**src/hsd_pkg.sv**
```systemverilog
// types, constants and parity-check matrix of the hsiao (72,64) secded decoder
// no dependencies
`timescale 1ns / 1ps

package hsd_pkg;

  localparam int CODE_BITS  = 72;
  localparam int CHECK_BITS = 8;
  localparam int DATA_BITS  = CODE_BITS - CHECK_BITS;
  localparam int POS_W      = $clog2(CODE_BITS + 1);

  localparam logic [POS_W-1:0] NO_FLIP = POS_W'(CODE_BITS);

  typedef enum logic [1:0] {
    ST_CORRECTED     = 2'd0,
    ST_SILENT        = 2'd1,
    ST_UNCORRECTABLE = 2'd2
  } status_e;

  // row r of the data part of h, bit c is the column of codeword position c + CHECK_BITS
  localparam logic [DATA_BITS-1:0] P_ROWS [CHECK_BITS] = '{
    64'h0738C808099264FF,
    64'h38C808099264FF07,
    64'hC808099264FF0738,
    64'h08099264FF0738C8,
    64'h099264FF0738C808,
    64'h9264FF0738C80809,
    64'h64FF0738C8080992,
    64'hFF0738C808099264
  };

  typedef struct packed {
    logic [CHECK_BITS-1:0] received_check;
    logic [DATA_BITS-1:0]  received_data;
  } in_t;

  typedef struct packed {
    logic [CHECK_BITS-1:0] corrected_check;
    logic [DATA_BITS-1:0]  corrected_data;
    logic [CHECK_BITS-1:0] syndrome;
    logic [POS_W-1:0]      flip_position;
    status_e               status;
  } out_t;

  // syndrome pattern of one codeword position
  function automatic logic [CHECK_BITS-1:0] column_of(input int pos);
    logic [CHECK_BITS-1:0] col;
    col = '0;
    if (pos < CHECK_BITS) begin
      col[pos] = 1'b1;
    end else begin
      for (int r = 0; r < CHECK_BITS; r++) begin
        col[r] = P_ROWS[r][pos - CHECK_BITS];
      end
    end
    return col;
  endfunction

endpackage

```
**src/hsiao_secded_72_64_decoder_unit.sv**
```systemverilog
// top level of the hsiao (72,64) secded decoder: input register, decode logic, result register
// depends on hsd_pkg
`timescale 1ns / 1ps

// Usage
//   Input channel: in_valid_i / in_stall_o carry one received 72-bit word per transaction
//   (8 check bits and 64 data bits). Output channel: out_valid_o / out_stall_i carry the
//   corrected word, the syndrome, the flipped position and the status.
//   A transaction completes on a rising edge with valid high and stall low.
// Path: an accepted word is held in the input register until the result register can take it.
// Throughput: one word per cycle unless the receiver stalls; the syndrome, column match
//   and correction sit in one combinational stage between the input and result registers.
// Stall: while the result register holds a word that the receiver stalls, the input
//   register can still take one word if it is empty, then in_stall_o rises. Both registers
//   hold their contents and out_valid_o stays high until the word is taken.
// Reset: rst_ni clears both valid flags; no words are held and the data registers are not reset.
// Status codes: silent corruption for a zero syndrome, else uncorrectable when no column
//   matches, else corrected when the corrected word is all zero and silent corruption if not.
module hsiao_secded_72_64_decoder_unit (
  input  logic         clk_i,
  input  logic         rst_ni,
  input  logic         in_valid_i,
  output logic         in_stall_o,
  input  hsd_pkg::in_t in_data_i,
  output logic         out_valid_o,
  input  logic         out_stall_i,
  output hsd_pkg::out_t out_data_o
);
  import hsd_pkg::*;

  logic in_valid_q, in_valid_d;
  in_t  in_q;
  logic out_valid_q, out_valid_d;
  out_t out_q;

  logic out_blocked;
  logic in_ready;
  logic in_accept;
  logic out_load;

  logic [CHECK_BITS-1:0] syn;
  logic [CODE_BITS-1:0]  word;
  logic [CODE_BITS-1:0]  match;
  logic [CODE_BITS-1:0]  first;
  logic [CODE_BITS-1:0]  fixed_word;
  logic [POS_W-1:0]      enc;
  logic                  any_match;
  out_t                  res;

  assign out_blocked = out_valid_q && out_stall_i;
  assign in_ready    = !in_valid_q || !out_blocked;
  assign in_stall_o  = !in_ready;
  assign in_accept   = in_valid_i && in_ready;
  assign out_load    = in_valid_q && !out_blocked;

  assign in_valid_d  = in_ready ? in_valid_i : in_valid_q;
  assign out_valid_d = out_blocked ? 1'b1 : in_valid_q;

  // syndrome
  always_comb begin
    for (int r = 0; r < CHECK_BITS; r++) begin
      syn[r] = in_q.received_check[r] ^ (^(in_q.received_data & P_ROWS[r]));
    end
  end

  // column match, lowest position wins
  assign word = {in_q.received_data, in_q.received_check};

  always_comb begin
    for (int p = 0; p < CODE_BITS; p++) begin
      match[p] = (column_of(p) == syn);
    end
  end

  assign first      = match & ~(match - CODE_BITS'(1));
  assign any_match  = |match;
  assign fixed_word = word ^ first;

  always_comb begin
    enc = '0;
    for (int p = 0; p < CODE_BITS; p++) begin
      enc = enc | (first[p] ? POS_W'(p) : '0);
    end
  end

  always_comb begin
    res.corrected_check = fixed_word[CHECK_BITS-1:0];
    res.corrected_data  = fixed_word[CODE_BITS-1:CHECK_BITS];
    res.syndrome        = syn;
    res.flip_position   = any_match ? enc : NO_FLIP;
    if (syn == '0) begin
      res.status = ST_SILENT;
    end else if (!any_match) begin
      res.status = ST_UNCORRECTABLE;
    end else if (fixed_word == '0) begin
      res.status = ST_CORRECTED;
    end else begin
      res.status = ST_SILENT;
    end
  end

  always_ff @(posedge clk_i or negedge rst_ni) begin
    if (!rst_ni) begin
      in_valid_q  <= 1'b0;
      out_valid_q <= 1'b0;
    end else begin
      in_valid_q  <= in_valid_d;
      out_valid_q <= out_valid_d;
    end
  end

  always_ff @(posedge clk_i) begin
    if (in_accept) begin
      in_q <= in_data_i;
    end
    if (out_load) begin
      out_q <= res;
    end
  end

  assign out_valid_o = out_valid_q;
  assign out_data_o  = out_q;

  a_corrected_zero: assert property (@(posedge clk_i) disable iff (!rst_ni)
    out_valid_q && out_q.status == ST_CORRECTED |->
      out_q.corrected_check == '0 && out_q.corrected_data == '0)
    else $error("corrected status with nonzero word");

  a_zero_syndrome: assert property (@(posedge clk_i) disable iff (!rst_ni)
    out_valid_q && out_q.syndrome == '0 |->
      out_q.flip_position == NO_FLIP && out_q.status == ST_SILENT)
    else $error("zero syndrome not passed through");

  a_no_flip_status: assert property (@(posedge clk_i) disable iff (!rst_ni)
    out_valid_q && out_q.flip_position == NO_FLIP && out_q.syndrome != '0 |->
      out_q.status == ST_UNCORRECTABLE)
    else $error("unmatched syndrome not flagged uncorrectable");

  a_flip_status: assert property (@(posedge clk_i) disable iff (!rst_ni)
    out_valid_q && out_q.flip_position != NO_FLIP |->
      out_q.status != ST_UNCORRECTABLE && out_q.flip_position < NO_FLIP)
    else $error("flip reported with uncorrectable status");

  a_advance: assert property (@(posedge clk_i) disable iff (!rst_ni)
    in_valid_q && !out_blocked |=> out_valid_q)
    else $error("decoded word lost between stages");

endmodule

```
**config.mk**
```make
export PLATFORM = sky130hd
export DESIGN_NAME = hsiao_secded_72_64_decoder_unit
export DESIGN_NICKNAME = d
export VERILOG_FILES = /design/src/hsd_pkg.sv /design/src/hsiao_secded_72_64_decoder_unit.sv
export SDC_FILE = /design/constraint.sdc
export NUM_CORES = 1
export LEC_CHECK = 0
export ABC_AREA = 1
export BUFFER_PORTS_ARGS = -buffer_cell sky130_fd_sc_hd__buf_2
export CORE_MARGIN = 4
export CORE_UTILIZATION = 58
export DETAILED_ROUTE_END_ITERATION = 7
export PLACE_DENSITY = 0.78
export SYNTH_ARGS = -nofsm -noshare
export SYNTH_HDL_FRONTEND = slang
export SYNTH_SLANG_ARGS = --single-unit
```
**constraint.sdc**
```tcl
create_clock -name clk_i -period 6 [get_ports clk_i]
set_clock_uncertainty 0.1 [all_clocks]
set_input_delay 0.3 -clock clk_i [delete_from_list [all_inputs] [get_ports clk_i]]
set_output_delay 0.3 -clock clk_i [all_outputs]
set_load 0.02 [all_outputs]
```
==> impl_metrics.ini <==
[setup_path]
timing.critical_path.fanout_max = 13
required_ns = 6.08
worstPathArrival_ns = 4.69
cp-start-kind = flop
timing_worst_setup_path_type = reg2reg
endpoint_kind = flop

[timing]
timing.setup.tns_ns = 0
max_freq_ghz = 0.217
rsz0062_at_grt = no
final_min_period_over_clock_period_pct = 76.8
remaining_max_slew_budget_at_the_tightest_pin_pct = 35.8
report.final.hold_viol_count = 0
min_clock_period_post_route_ns = 4.61
fin_max_slew_vios = 0
worst-slew-pin-transition_ns = 0.961
finalSetupViolations = 0

[drt]
firstDrtPassIters = 8
wl_per_cell_microns = 20.0
via_count = 11049
detail_route.vias_per_cell = 5.73
route.detailed.drc = 2
postRouteWirelength_microns = 38500
detail_route.iter0.violations = 1545
drtAntennaViolNets = 0

[cells_and_area]
layout-area-overhead-vs-synth_pct = 21.7
layout.cell_area.non_filler_sq_um = 13200
multi_input_area_sq_um = 5230
n_fill_cell = 1408
final_layout_size_suffix_gt1_share_pct = 17.0
final_nets = 1763
area.sequential_sq_um = 4880
antenna_cells_inserted = 0

[power_and_ir_drop]
irDropWorstVdd_uv = 261
internal_power_uw = 2620
power.switching_fraction_pct = 39.4
pwr-share-comb_pct = 36.5
pwr-share-clk_pct = 28.1
switching_power_uw = 1700
power_leakage_uw = 0.00666
power_per_cell_area_nw_per_um2 = 328
share_seq_of_total_power_pct = 35.4

[global_routing]
grt_max_degree = 73
wire_length_of_the_first_global_routing_pass_microns = 57200
global_route.usage.total_pct = 36.9
first_global_vias = 9995
grt_overflow_total = 0
antenna_found_initial = 0

[synthesis]
post_synth_cell_types = 33
synthesis.nets = 1529
mapped_area_sq_um = 10800
synth.yosys.seq_area_share_pct = 45.2
synth.avg_cell_area_sq_um = 7.44
post_synth_inst_count = 1453
synthesis.yosys.warnings = 0
postSynthRegisterBits = 163

[cts]
tritoncts = done
cts_htree_levels = 4
cts_post_setup_buffers_inserted = 0
worstSkewPairLatency_ns = 0.44
cts.root.buffer_cell = clkbuf_16
clkTransAtPathRegs_ns = 0.07
clock_sink_count = 163
tritoncts.num_buffers = 17
clock_path_buffers = 2

[placement]
placement.cell_area_sq_um = 11800
count_of_input_and_output_buffers = 166
globalplace.congestion = 1.08
post-dp-hpwl_microns = 28900

[die]
initial_utilization_pct = 59.6
fp.dieW_microns = 145
floorplan.rows = 49
core_area_sq_um = 18100
ioPinCount = 167
die_height_microns = 145
die_area_sq_um = 20900

[run_status]
outcome = complete, but fails checks
violations_in_the_final_reports = DRC

[hold_path]
hold_class = in2reg

[run]
cap_violations = 0
synth_stat cells, drive strengths merged:
cell      n  area (sq um)
and3      2          12.5
nor4b     3          26.3
o22ai     4          25.0
nand4    22           138
nor3b     1          7.51
nor2    111           569
buf      28           193
o21ai     2          10.0
nand3   151           788
a21oi     3          15.0
inv     138           521
xor2     35           325
edfxtp  161          4830
xnor2    27           255
nor3     10          50.1
nand3b    8          85.1
nor4      4          25.0
nand2   741          2890
dfrtp     2          50.1
layout by cell type, fill, tap and decap left out, types with 17 or more instances in the layout:
cell type	netlist	final
nand2_1	715	715
nor2_1	86	86
edfxtp_1	161	161
dlygate4sd3_1	0	74
inv_1	109	108
buf_2	16	166
clkbuf_16	0	17
xnor2_1	26	26
nor2_4	18	18
nand2_2	18	18
nand4_1	22	22
nand3_1	146	146
xor2_1	34	34
inv_2	28	29
flip-flops by register name, indices dropped and copies added, names as in the netlist:
| signal | count |
|---|---|
| out_data_o | 89 |
| out_valid_o | 1 |
| in_q | 72 |
| in_valid_q | 1 |
layer usage:
layer | share of wire (%) | global-route usage, % | wire length, microns
met1 | 39 | 50.9 | 15200
met2 | 43 | 55.1 | 16600
met3 | 14 | 12.4 | 5570
met4 | 3.2 | 12.3 | 1240
met5 | 0 | 0 | 0
layout make-up:
class                      count  area share, %
clock buffer                  20           3.32
multi-input combinational   1124           39.7
tap                          229           2.18
timing repair buffer         243           12.1
inverter                     138           3.96
sequential                   163           37.1
clock inverter                12           1.58
power by group through the flow:
| stage | logic (uW) | registers, uW | clock network, uW |
|---|---|---|---|
| 2_1_floorplan | 964 | 1640 | 0 |
| 3_3_place_gp | 1450 | 1550 | 0 |
| 3_5_place_dp | 1470 | 1550 | 0 |
| 4_1_cts | 1520 | 1530 | 1210 |
| 5_1_grt | 1680 | 1540 | 1260 |
| 6_report | 1580 | 1530 | 1220 |
logic make-up after synthesis:
group | Yosys count | share of synthesized area, %
flops | 163 | 45.2
xor+xnor | 62 | 5.37
compound gates | 9 | 0.463
buf+inv | 166 | 6.59
simple gates | 1053 | 42.4
metrics by stage:
step | hold WS (ns) | utilization, % | total power [uW] | setup WS (ns) | cells
2_1_floorplan | -0.0956 | - | 2610 | 0.517 | 1453
3_3_place_gp | -0.0155 | 64.9 | 2990 | 1.69 | 1823
3_5_place_dp | -0.0130 | 64.9 | 3020 | 1.70 | 1823
4_1_cts | 0.0430 | 72.5 | 4260 | 1.68 | 1929
5_1_grt | 0.0842 | 72.5 | 4480 | 1.27 | 1929
6_report | 0.0656 | 72.5 | 4320 | 1.39 | 1929
critical path: stages, from the launching register on:
cell and delay [ns]:
edfxtp_1 0.56, inv_2 0.21, nand2_1 0.09, nand3_1 0.08, nand2_1 0.15, inv_1 0.11
nand2_1 0.06, nand2_1 0.09, nand2_1 0.08, nand2_1 0.07, nand2_1 0.06, nand2_1 0.07
nand2_1 0.04, nand2_1 0.15, nand2_2 0.16, nor2_2 0.63, nand2_1 0.37, nand2_1 0.13
nand2_1 0.09, nor2_1 0.18, nand2_1 0.07, nor2_1 0.28, nand2_1 0.18, nor2_1 0.13
nand3_1 0.08, nand2_1 0.06, nand2_1 0.05
repair_timing:
item / 4_1_cts / 5_1_grt
endpoints found under the setup margin: 0 / 0
endpoints found under the hold margin: 75 / 0
gates resized for setup: 0 / 0
hold buffers: 74 / 0
worst paths after layout:
kind,from,end,slack [ns],depth (start not counted)
setup / recovery,in_q[16]$_DFFE_PP_,out_data_o[0]$_SDFFCE_PN1P_,1.39,26
hold / removal,out_stall_i,out_valid_o$_DFF_PN0_,0.07,3
min in group asynchronous,rst_ni,out_valid_o$_DFF_PN0_,0.08,2
max in group asynchronous,rst_ni,in_valid_q$_DFFE_PN0N_,5.63,2
setup reg to reg,in_q[16]$_DFFE_PP_,out_data_o[0]$_SDFFCE_PN1P_,1.39,26
hold reg to reg,in_valid_q$_DFFE_PN0N_,out_valid_o$_DFF_PN0_,0.42,2
(Power assumes the default switching activity.)
